[src/sv/relay_bank_auto_off_controller_assert.svh]
// ----------------------------------------------------------------------------
// Relay bank assertion macros
// Shorthand for clocked checks on clk_i with reset rst_ni.
// ----------------------------------------------------------------------------
`ifndef RELAY_BANK_AUTO_OFF_CONTROLLER_ASSERT_SVH
`define RELAY_BANK_AUTO_OFF_CONTROLLER_ASSERT_SVH

// consequent holds in the same cycle as the antecedent
`define RBAC_ASSERT_SAME(lbl, ante, cons) \
  lbl: assert property (@(posedge clk_i) disable iff (!rst_ni) (ante) |-> (cons)) \
    else $error("relay bank check failed");

// consequent holds in the cycle after the antecedent
`define RBAC_ASSERT_NEXT(lbl, ante, cons) \
  lbl: assert property (@(posedge clk_i) disable iff (!rst_ni) (ante) |=> (cons)) \
    else $error("relay bank check failed");

`endif

[src/sv/rbac_pkg.sv]
// ----------------------------------------------------------------------------
// rbac_pkg
// Shared types, codes and helpers of the relay bank auto-off controller.
// ----------------------------------------------------------------------------
`default_nettype none

package rbac_pkg;

  localparam int RELAY_COUNT_DEF = 4;

  localparam int unsigned MS_PER_HOUR = 3600000;
  localparam int unsigned MIN_CMD_LEN = 7;
  // quotient of a 32-bit ms count by one hour fits in 11 bits
  localparam int QUO_W = 11;

  // one hour is 2^7 * 28125: drop 7 bits, then multiply by ceil(2^40 / 28125)
  localparam int HOUR_PRE    = 7;
  localparam int DIVD_W      = 32 - HOUR_PRE;
  localparam int RECIP_W     = 26;
  localparam int RECIP_SHIFT = 40;
  localparam int PROD_W      = DIVD_W + RECIP_W;
  localparam logic [RECIP_W-1:0] HOUR_RECIP = 26'd39093747;

  // input kinds
  localparam logic [1:0] KIND_TICK = 2'd0;
  localparam logic [1:0] KIND_CMD  = 2'd1;
  localparam logic [1:0] KIND_SYNC = 2'd2;
  localparam logic [1:0] KIND_PING = 2'd3;

  // result kinds
  localparam logic [1:0] RK_ACK      = 2'd0;
  localparam logic [1:0] RK_PONG     = 2'd1;
  localparam logic [1:0] RK_ANNOUNCE = 2'd2;

  // register indexes
  localparam logic [1:0] REG_GATEWAY  = 2'd0;
  localparam logic [1:0] REG_MAX_ON   = 2'd1;
  localparam logic [1:0] REG_ANNOUNCE = 2'd2;
  localparam logic [1:0] REG_LINK     = 2'd3;

  localparam int CFG_IDX_W  = 2;
  localparam int CFG_DATA_W = 31;

  typedef enum logic [1:0] {
    CMD_ON      = 2'd0,
    CMD_OFF     = 2'd1,
    CMD_TOGGLE  = 2'd2,
    CMD_UNKNOWN = 2'd3
  } cmd_e;

  // broadcast from the sequencer to every relay cell
  typedef struct packed {
    logic        tick;
    logic        cmd;
    logic        sync;
    logic        link_ready;
    cmd_e        op;
    logic [30:0] dur;
    logic [31:0] now;
  } cell_ctl_t;

  // wrap-safe: (now - start) as signed 32 bits is non-negative and >= limit
  function automatic logic reached(input logic [31:0] now, input logic [31:0] start,
                                   input logic [30:0] limit);
    logic [31:0] diff;
    diff = now - start;
    return !diff[31] && (diff[30:0] >= limit);
  endfunction

endpackage

`default_nettype wire

[src/sv/rbac_cell.sv]
// ----------------------------------------------------------------------------
// rbac_cell
// One relay: on bit, timer, ack flag and a stage of the scan token chain.
// ----------------------------------------------------------------------------
`default_nettype none

module rbac_cell (
  input  wire logic                clk_i,
  input  wire logic                rst_ni,
  input  wire rbac_pkg::cell_ctl_t ctl_i,
  input  wire logic                sel_i,
  input  wire logic                shift_i,
  input  wire logic                tok_i,
  output logic                     tok_o,
  output logic                     flag_o,
  output logic                     on_o
);
  import rbac_pkg::*;

  logic        on_q, on_d;
  logic [31:0] start_q, start_d;
  logic [30:0] auto_q, auto_d;
  logic        flag_q, flag_d;
  logic        tok_q, tok_d;
  logic        next_on;

  always_comb begin
    on_d    = on_q;
    start_d = start_q;
    auto_d  = auto_q;
    flag_d  = flag_q;
    next_on = !on_q;

    if (ctl_i.tick && on_q && (auto_q != '0) && reached(ctl_i.now, start_q, auto_q)) begin
      on_d   = 1'b0;
      auto_d = '0;
      flag_d = ctl_i.link_ready;
    end

    if (ctl_i.cmd && sel_i) begin
      case (ctl_i.op)
        CMD_ON: begin
          on_d = 1'b1;
          if (ctl_i.dur != '0) begin
            auto_d  = ctl_i.dur;
            start_d = ctl_i.now;
          end
        end
        CMD_OFF: begin
          on_d   = 1'b0;
          auto_d = '0;
        end
        CMD_TOGGLE: begin
          on_d = next_on;
          if (next_on && (ctl_i.dur != '0)) begin
            auto_d  = ctl_i.dur;
            start_d = ctl_i.now;
          end else begin
            auto_d = '0;
          end
        end
        default: ;
      endcase
      flag_d = ctl_i.link_ready;
    end

    if (ctl_i.sync) flag_d = ctl_i.link_ready;

    // ack goes out as the token leaves this cell
    if (tok_q && shift_i) flag_d = 1'b0;

    tok_d = shift_i ? tok_i : tok_q;
  end

  always_ff @(posedge clk_i or negedge rst_ni) begin
    if (!rst_ni) begin
      on_q    <= 1'b0;
      start_q <= '0;
      auto_q  <= '0;
      flag_q  <= 1'b0;
      tok_q   <= 1'b0;
    end else begin
      on_q    <= on_d;
      start_q <= start_d;
      auto_q  <= auto_d;
      flag_q  <= flag_d;
      tok_q   <= tok_d;
    end
  end

  assign tok_o  = tok_q;
  assign flag_o = flag_q;
  assign on_o   = on_q;

endmodule

`default_nettype wire

[src/sv/rbac_hour_div.sv]
// ----------------------------------------------------------------------------
// rbac_hour_div
// Division of a ms count by one hour through a reciprocal multiply; the quotient is registered.
// ----------------------------------------------------------------------------
`default_nettype none

module rbac_hour_div (
  input  wire logic                        clk_i,
  input  wire logic                        rst_ni,
  input  wire logic                        start_i,
  // ms count with its low HOUR_PRE bits dropped
  input  wire logic [rbac_pkg::DIVD_W-1:0] dividend_i,
  output logic                             done_o,
  output logic [rbac_pkg::QUO_W-1:0]       quo_o
);
  import rbac_pkg::*;

  logic              done_q, done_d;
  logic [QUO_W-1:0]  quo_q, quo_d;
  logic [PROD_W-1:0] prod;

  always_comb begin
    prod   = PROD_W'(dividend_i) * PROD_W'(HOUR_RECIP);
    done_d = start_i;
    quo_d  = start_i ? prod[RECIP_SHIFT +: QUO_W] : quo_q;
  end

  always_ff @(posedge clk_i or negedge rst_ni) begin
    if (!rst_ni) begin
      done_q <= 1'b0;
    end else begin
      done_q <= done_d;
    end
  end

  always_ff @(posedge clk_i) begin
    quo_q <= quo_d;
  end

  assign done_o = done_q;
  assign quo_o  = quo_q;

endmodule

`default_nettype wire

[src/sv/relay_bank_auto_off_controller.sv]
// ----------------------------------------------------------------------------
// relay_bank_auto_off_controller
// Relay bank with per-relay auto-off timers, acks, pong and periodic announce.
// ----------------------------------------------------------------------------
//  channel | handshake                  | payload
//  --------+----------------------------+--------------------------------------
//  in      | in_valid_i / in_ready_o    | kind .. now_ms
//  out     | out_valid_o / out_ready_i  | result_kind .. last
//  cfg     | cfg_we_i (no wait)         | cfg_idx_i, cfg_wdata_i
//
//  Tick, command and sync: accept, update, scan of every relay, then announce,
//  the scan token walking the cell chain one relay per cycle.
//  Ping: accept, update, the multiply, then the pong.
//  A full output register stops the token (or the pong/announce) in place.
//  No clearing pass after reset; the item is taken only in the idle state.
// ----------------------------------------------------------------------------
`default_nettype none

module relay_bank_auto_off_controller #(
  parameter int RELAY_COUNT = rbac_pkg::RELAY_COUNT_DEF
) (
  input  wire logic                            clk_i,
  input  wire logic                            rst_ni,
  input  wire logic                            in_valid_i,
  output logic                                 in_ready_o,
  input  wire logic [1:0]                      kind_i,
  input  wire logic [15:0]                     source_address_i,
  input  wire logic [7:0]                      frame_length_i,
  input  wire logic [7:0]                      relay_index_i,
  input  wire logic [1:0]                      command_i,
  input  wire logic [31:0]                     duration_ms_i,
  input  wire logic [31:0]                     now_ms_i,
  output logic                                 out_valid_o,
  input  wire logic                            out_ready_i,
  output logic [1:0]                           result_kind_o,
  output logic [1:0]                           acked_relay_o,
  output logic                                 acked_state_o,
  output logic [15:0]                          uptime_hours_o,
  output logic [3:0]                           relay_drive_o,
  output logic                                 blink_o,
  output logic                                 last_o,
  input  wire logic                            cfg_we_i,
  input  wire logic [rbac_pkg::CFG_IDX_W-1:0]  cfg_idx_i,
  input  wire logic [rbac_pkg::CFG_DATA_W-1:0] cfg_wdata_i
);
  `include "relay_bank_auto_off_controller_assert.svh"
  import rbac_pkg::*;

  localparam int IDX_W = (RELAY_COUNT > 1) ? $clog2(RELAY_COUNT) : 1;

  typedef enum logic [5:0] {
    ST_IDLE = 6'b000001,
    ST_EVAL = 6'b000010,
    ST_SCAN = 6'b000100,
    ST_ANN  = 6'b001000,
    ST_DIV  = 6'b010000,
    ST_PONG = 6'b100000
  } state_e;

  typedef enum logic [2:0] {
    OP_NONE = 3'b000,
    OP_TICK = 3'b001,
    OP_CMD  = 3'b010,
    OP_SYNC = 3'b011,
    OP_PING = 3'b100
  } op_e;

  state_e state_q, state_d;

  // configuration
  logic [15:0] gateway_q;
  logic [30:0] max_on_q;
  logic [30:0] interval_q;
  logic        link_q;

  // accepted word
  op_e              op_q, op_d;
  cmd_e             cmd_q;
  logic [IDX_W-1:0] rid_q;
  logic [30:0]      dur_q;
  logic [31:0]      now_q;

  logic [31:0] last_ann_q;
  logic        ann_pend_q, ann_pend_d;

  logic msg_ok;
  logic in_take;

  // cell chain
  cell_ctl_t              ctl;
  logic [RELAY_COUNT-1:0] tok, flags, on_vec, tok_in, sel;
  logic                   start_scan, advance, shift, any_hit;

  // divider
  logic             div_start, div_done;
  logic [QUO_W-1:0] quo;

  // result staging
  logic             out_free, emit;
  logic [1:0]       em_kind, em_relay;
  logic             em_state, em_blink, em_last;
  logic [15:0]      em_uptime;
  logic [IDX_W-1:0] tok_idx;
  logic [3:0]       drive;

  logic        out_valid_q;
  logic [1:0]  out_kind_q, out_relay_q;
  logic        out_state_q, out_blink_q, out_last_q;
  logic [15:0] out_uptime_q;
  logic [3:0]  out_drive_q;

  assign in_ready_o = (state_q == ST_IDLE);
  assign in_take    = in_valid_i && in_ready_o;
  assign out_free   = !out_valid_q || out_ready_i;

  // ---- configuration writes
  always_ff @(posedge clk_i or negedge rst_ni) begin
    if (!rst_ni) begin
      gateway_q  <= '0;
      max_on_q   <= 31'(MS_PER_HOUR);
      interval_q <= 31'd60000;
      link_q     <= 1'b1;
    end else if (cfg_we_i) begin
      case (cfg_idx_i)
        REG_GATEWAY:  gateway_q  <= cfg_wdata_i[15:0];
        REG_MAX_ON:   max_on_q   <= cfg_wdata_i;
        REG_ANNOUNCE: interval_q <= cfg_wdata_i;
        REG_LINK:     link_q     <= cfg_wdata_i[0];
        default: ;
      endcase
    end
  end

  // ---- decode of the incoming word
  always_comb begin
    msg_ok = (frame_length_i != '0) && (source_address_i == gateway_q);
    op_d   = OP_NONE;
    case (kind_i)
      KIND_TICK: op_d = OP_TICK;
      KIND_CMD: begin
        if (msg_ok && (frame_length_i >= 8'(MIN_CMD_LEN))
            && (relay_index_i < 8'(RELAY_COUNT))) op_d = OP_CMD;
      end
      KIND_SYNC: if (msg_ok) op_d = OP_SYNC;
      KIND_PING: if (msg_ok) op_d = OP_PING;
      default: ;
    endcase
  end

  always_ff @(posedge clk_i or negedge rst_ni) begin
    if (!rst_ni) begin
      op_q <= OP_NONE;
    end else if (in_take) begin
      op_q <= op_d;
    end
  end

  always_ff @(posedge clk_i) begin
    if (in_take) begin
      cmd_q <= cmd_e'(command_i);
      rid_q <= relay_index_i[IDX_W-1:0];
      dur_q <= (duration_ms_i > {1'b0, max_on_q}) ? max_on_q : duration_ms_i[30:0];
      now_q <= now_ms_i;
    end
  end

  // ---- cell chain
  always_comb begin
    ctl.tick       = (state_q == ST_EVAL) && (op_q == OP_TICK);
    ctl.cmd        = (state_q == ST_EVAL) && (op_q == OP_CMD);
    ctl.sync       = (state_q == ST_EVAL) && (op_q == OP_SYNC);
    ctl.link_ready = link_q;
    ctl.op         = cmd_q;
    ctl.dur        = dur_q;
    ctl.now        = now_q;
  end

  assign start_scan = (state_q == ST_EVAL) && (op_q != OP_PING) && (op_q != OP_NONE);
  assign any_hit    = |(tok & flags);
  assign advance    = (state_q == ST_SCAN) && (!any_hit || out_free);
  assign shift      = start_scan || advance;

  always_comb begin
    for (int i = 0; i < RELAY_COUNT; i++) begin
      tok_in[i] = (i == 0) ? start_scan : tok[(i > 0) ? i - 1 : 0];
      sel[i]    = (rid_q == IDX_W'(i));
    end
  end

  for (genvar g = 0; g < RELAY_COUNT; g++) begin : g_cell
    rbac_cell u_cell (
      .clk_i   (clk_i),
      .rst_ni  (rst_ni),
      .ctl_i   (ctl),
      .sel_i   (sel[g]),
      .shift_i (shift),
      .tok_i   (tok_in[g]),
      .tok_o   (tok[g]),
      .flag_o  (flags[g]),
      .on_o    (on_vec[g])
    );
  end

  // ---- uptime divider
  assign div_start = (state_q == ST_EVAL) && (op_q == OP_PING) && link_q;

  rbac_hour_div u_div (
    .clk_i      (clk_i),
    .rst_ni     (rst_ni),
    .start_i    (div_start),
    .dividend_i (now_q[31:HOUR_PRE]),
    .done_o     (div_done),
    .quo_o      (quo)
  );

  // ---- announce timer
  // pending flag is decided anew for every word; only a tick can raise it
  always_comb begin
    ann_pend_d = ann_pend_q;
    if (state_q == ST_EVAL) begin
      ann_pend_d = ctl.tick && link_q && reached(now_q, last_ann_q, interval_q);
    end
  end

  always_ff @(posedge clk_i or negedge rst_ni) begin
    if (!rst_ni) begin
      ann_pend_q <= 1'b0;
      last_ann_q <= '0;
    end else begin
      ann_pend_q <= ann_pend_d;
      if (ctl.tick && ann_pend_d) last_ann_q <= now_q;
    end
  end

  // ---- sequencer
  always_comb begin
    state_d = state_q;
    case (state_q)
      ST_IDLE: if (in_take) state_d = ST_EVAL;
      ST_EVAL: begin
        if (op_q == OP_NONE) state_d = ST_IDLE;
        else if (op_q == OP_PING) state_d = link_q ? ST_DIV : ST_IDLE;
        else state_d = ST_SCAN;
      end
      ST_SCAN: if (advance && tok[RELAY_COUNT-1]) state_d = ST_ANN;
      ST_ANN:  if (!ann_pend_q || out_free) state_d = ST_IDLE;
      ST_DIV:  if (div_done) state_d = ST_PONG;
      ST_PONG: if (out_free) state_d = ST_IDLE;
      default: state_d = ST_IDLE;
    endcase
  end

  always_ff @(posedge clk_i or negedge rst_ni) begin
    if (!rst_ni) state_q <= ST_IDLE;
    else         state_q <= state_d;
  end

  // ---- result selection
  always_comb begin
    tok_idx = '0;
    drive   = '0;
    for (int i = 0; i < RELAY_COUNT; i++) begin
      if (tok[i]) tok_idx = tok_idx | IDX_W'(i);
    end
    for (int i = 0; i < 4; i++) begin
      if (i < RELAY_COUNT) drive[i] = on_vec[(i < RELAY_COUNT) ? i : 0];
    end
  end

  always_comb begin
    emit      = 1'b0;
    em_kind   = RK_ACK;
    em_relay  = '0;
    em_state  = 1'b0;
    em_uptime = '0;
    em_blink  = 1'b0;
    em_last   = 1'b1;
    case (state_q)
      ST_SCAN: begin
        emit     = any_hit && out_free;
        em_relay = 2'(tok_idx);
        em_state = |(tok & on_vec);
        em_blink = (op_q == OP_CMD);
        em_last  = ((flags & ~tok) == '0) && !ann_pend_q;
      end
      ST_ANN: begin
        emit    = ann_pend_q && out_free;
        em_kind = RK_ANNOUNCE;
      end
      ST_PONG: begin
        emit      = out_free;
        em_kind   = RK_PONG;
        em_uptime = 16'(quo);
      end
      default: ;
    endcase
  end

  always_ff @(posedge clk_i or negedge rst_ni) begin
    if (!rst_ni) begin
      out_valid_q <= 1'b0;
    end else if (emit) begin
      out_valid_q <= 1'b1;
    end else if (out_ready_i) begin
      out_valid_q <= 1'b0;
    end
  end

  always_ff @(posedge clk_i) begin
    if (emit) begin
      out_kind_q   <= em_kind;
      out_relay_q  <= em_relay;
      out_state_q  <= em_state;
      out_uptime_q <= em_uptime;
      out_drive_q  <= drive;
      out_blink_q  <= em_blink;
      out_last_q   <= em_last;
    end
  end

  assign out_valid_o    = out_valid_q;
  assign result_kind_o  = out_kind_q;
  assign acked_relay_o  = out_relay_q;
  assign acked_state_o  = out_state_q;
  assign uptime_hours_o = out_uptime_q;
  assign relay_drive_o  = out_drive_q;
  assign blink_o        = out_blink_q;
  assign last_o         = out_last_q;

  // ---- checks
  `RBAC_ASSERT_SAME(a_tok_single, 1'b1, $onehot0(tok))
  `RBAC_ASSERT_SAME(a_idle_clean, state_q == ST_IDLE, (flags == '0) && (tok == '0))
  `RBAC_ASSERT_SAME(a_emit_room, emit, !out_valid_q || out_ready_i)
  `RBAC_ASSERT_NEXT(a_div_to_pong, div_done, state_q == ST_PONG)

endmodule

`default_nettype wire

[config.mk]
export PLATFORM = sky130hd
export DESIGN_NAME = relay_bank_auto_off_controller
export DESIGN_NICKNAME = d
export VERILOG_FILES = /design/src/sv/rbac_pkg.sv /design/src/sv/rbac_cell.sv /design/src/sv/rbac_hour_div.sv /design/src/sv/relay_bank_auto_off_controller.sv
export VERILOG_INCLUDE_DIRS = /design/src /design/src/sv
export SDC_FILE = /design/constraint.sdc
export NUM_CORES = 2
export LEC_CHECK = 0
export BUFFER_PORTS_ARGS = -buffer_cell sky130_fd_sc_hd__buf_2
export CAP_MARGIN = 20
export CORE_MARGIN = 3
export CORE_UTILIZATION = 60
export DETAILED_ROUTE_END_ITERATION = 16
export GPL_TIMING_DRIVEN = 1
export PLACE_DENSITY = 0.81
export REMOVE_ABC_BUFFERS = 1
export SLEW_MARGIN = 25
export SYNTH_ARGS = -nofsm -noshare
export SYNTH_HDL_FRONTEND = slang
export SYNTH_SLANG_ARGS = --single-unit
export TNS_END_PERCENT = 30
[constraint.sdc]
create_clock -name clk_i -period 13.07 [get_ports clk_i]
set_input_delay 1.9605 -clock clk_i [delete_from_list [all_inputs] [get_ports clk_i]]
set_output_delay 1.9605 -clock clk_i [all_outputs]
set_load 0.01 [all_outputs]
==> qor.yml <==
final_layout:
  design.final.nets: 5384
  layout.cells.most_common: "inv_1"
  layout.cell_area.non_filler_um2: 45300
  fin_cells: 5327
  area.growth.synth_to_final_pct: 9.78
  layout-drive-gt1-share_pct: 10.3
  top_library_cells_by_usage_in_the_layout_fill_and_taps_aside: "inv_1, ha_1, dfrtp_1"
clocking:
  cts_htree_levels: 2
  cts_inserted_buffers: 54
  postCtsSetupRepairBufs: 0
  clock_latency_ns: 0.64
  cts.repair.resized: 0
  cts_hold_repair.buffers: 0
  worst_setup_hold_path_clk_slew_ns: 0.07
  cts.sinks: 487
  clockBufferDepth: 3
  clk_root_buffer_cell: "clkbuf_16"
  cts_tree: "done"
critical_path:
  r2r_setup_slack_ns: 5.11
  cp.arrival_ns: 8.34
  data_required_time_of_the_critical_path_ns: 13.45
  timing.critical_path.from_type: "flop"
  setup_crit_end_kind: "flop"
  critical_path.reg2reg.endpoint: "u_div.quo_o[10]"
  worst_r2r_path_depth: 21
  criticalPathCategory: "reg2reg"
  timing.critical_path.fanout_max: 16
  r2r-start: "now_q[20]"
synthesis:
  number_of_warnings_printed_during_yosys_synthesis: 0
  synth_enable_flop_cells: 100
  synth_cell_types: 85
  yosys.area.top_type_share_pct: 22.3
  netlist_instances: 4222
  mean_syn_cell_area_um2: 9.77
  synth_area_um2: 41200
  yosysTopAreaCell: "dfrtp_1"
  synth-main-ff-cell: "dfrtp_1"
  async_reset_ff_share_pct: 79.5
  synth.yosys.seq_area_share_pct: 30.8
  synth.area.top_cells: "dfrtp_1, ha_1, fa_1"
  synth.ff_latch_count: 487
hold_path:
  hp-start: "last_ann_q[6]"
  hold-path-cell-count: 1
  hold_path_end: "last_ann_q[6]"
  hold_path.class: "reg2reg"
die:
  initial_core_util_pct: 61.0
  placementRows: 95
  floorplan.io_pins: 167
  coreArea_um2: 67600
  fp.dieH_um: 268
  fp.dieW_um: 268
  total_die_area_um2: 71900
detailed_routing:
  drt-pass1-iter-count: 6
  num_vias: 32300
  wl_per_cell_um: 21.3
  route.met3.wl_mm: 8.66
  drc_errors: 0
  detailroute.wirelength.met2_mm: 52.9
  topRoutingLayerUsed: "met5"
  routed_wirelength_mm: 113
  antenna_violating_nets_post_route: 0
  drt-initial-drc-count: 2753
  routed_via_density: 6.06
  wirelength_met1_mm: 45.2
timing:
  finalSetupTns_ns: 0
  slew_headroom_pct: 21.5
  timing_hold_violations_final: 0
  tightest_slew_ns: 1.17
  layout_worst_path_cycle_share_pct: 60.9
  rsz0062_at_grt: "false"
  skew_ns: 0.0214
  timing.final.max_slew_violations: 0
  timing.final.crit_period_ns: 7.96
  report.final.setup_viol: 0
  fmax_mhz: 126
global_route:
  track_usage_pct: 32.1
  grt_pass1_vias: 33000
  gr-total-overflow: 0
  initial_antenna_violation_count: 4
  grt_pass1_wl_mm: 179
  maximum_number_of_pins_on_one_net_before_global_route_repair: 160
run:
  drv.max_cap_violation_count: 0
place:
  placed_cells: 5223
  gp_routability_congestion: 1.01
  dpl_cell_area_um2: 43300
  io_buffer_count: 161
  dp.final_hpwl_mm: 86.7
status:
  status: "completed"
-- worst max-delay path, cell delays in order (launching register included) --
cell	delay (ns)
edfxtp_1	0.91
inv_1	0.34
fa_1	0.59
fa_1	0.53
inv_1	0.05
fa_1	0.49
fa_1	0.56
fa_1	0.44
fa_1	0.50
inv_1	0.05
fa_1	0.47
inv_1	0.04
ha_1	0.28
nand4_1	0.19
nor3_1	0.23
a21oi_1	0.16
o21ai_0	0.26
nor3_1	0.08
o41a_1	0.44
o41ai_1	0.73
a21oi_1	0.22
xnor2_1	0.16
-- registers in the layout, summed over array words and instances, names as in the netlist, 2 cells and up --
signal,flops
now_q,32
relay_drive_o,4
max_on_q,31
cmd_q,2
u_div.quo_o,11
uptime_hours_o,11
interval_q,31
op_q,3
dur_q,31
g_cell.u_cell.auto_q,124
rid_q,2
g_cell.u_cell.tok_o,4
g_cell.u_cell.start_q,128
g_cell.u_cell.on_o,4
acked_relay_o,2
gateway_q,16
state_q,6
last_ann_q,32
result_kind_o,2
g_cell.u_cell.flag_o,4
-- how the worst max path moves through the flow --
stage / start / end / slack, ns / depth (start not counted)
floorplan: now_q[21] / u_div.quo_o[10] / 6.29 / 21
global placement: now_q[20] / u_div.quo_o[7] / 5.31 / 21
detailed placement: now_q[20] / u_div.quo_o[7] / 5.19 / 23
CTS: now_q[20] / u_div.quo_o[7] / 5.10 / 23
global route: now_q[20] / u_div.quo_o[7] / 4.83 / 23
finish: now_q[20] / u_div.quo_o[10] / 5.11 / 21
-- cell families (layout without fill, tap and decap cells) --
kind of cell	Yosys count	count (layout)	synth area share (%)
AOI/OAI and AO/OA	965	965	15.2
xor gates and xnor gates	164	164	3.48
adders and majority gates	840	840	29.3
buffers and inverters	816	1042	7.59
DFF	487	487	30.8
muxes	156	156	4.18
other	1	7	0.00910
and+or+nand+nor	793	793	9.38
-- area by class of cell --
type | instances | area, um2
Multi-Input combinational cell | 2923 | 25500
Fill cell | 5069 | 22400
Sequential cell | 487 | 12700
Inverter | 727 | 2730
Clock buffer | 65 | 1420
Timing Repair Buffer | 213 | 1220
Tap cell | 873 | 1090
Clock inverter | 37 | 573
Antenna cell | 2 | 5.00
-- cells in the mapped netlist, drive strengths merged (56+ instances only) --
master / count
a21oi: 231
nand2: 272
a22o: 94
nor3: 56
inv: 727
edfxtp: 100
nor2: 158
fa: 210
clkbuf: 56
ha: 630
mux2: 128
a21o: 138
dfrtp: 367
nand4: 58
xnor2: 113
o21ai: 270
-- metal layers --
layer  up-vias  track usage [%]
met4         2             17.0
met5         -                0
met1     15700             41.3
li1      15000                -
met3       329             5.11
met2      1266             52.6
-- stage by stage --
step / hold slack, ns / worst slack, ns / utilization [%]
floorplan: 0.458 / 6.29 / -
global placement: 0.469 / 5.31 / 63.9
detailed placement: 0.479 / 5.19 / 64.0
CTS: 0.493 / 5.10 / 66.9
global route: 0.512 / 4.83 / 66.9
finish: 0.494 / 5.11 / 66.9
Power is left out: the tool's default activity adds up to more than one toggle a clock period on the data nets, which glitch-free logic cannot reach.
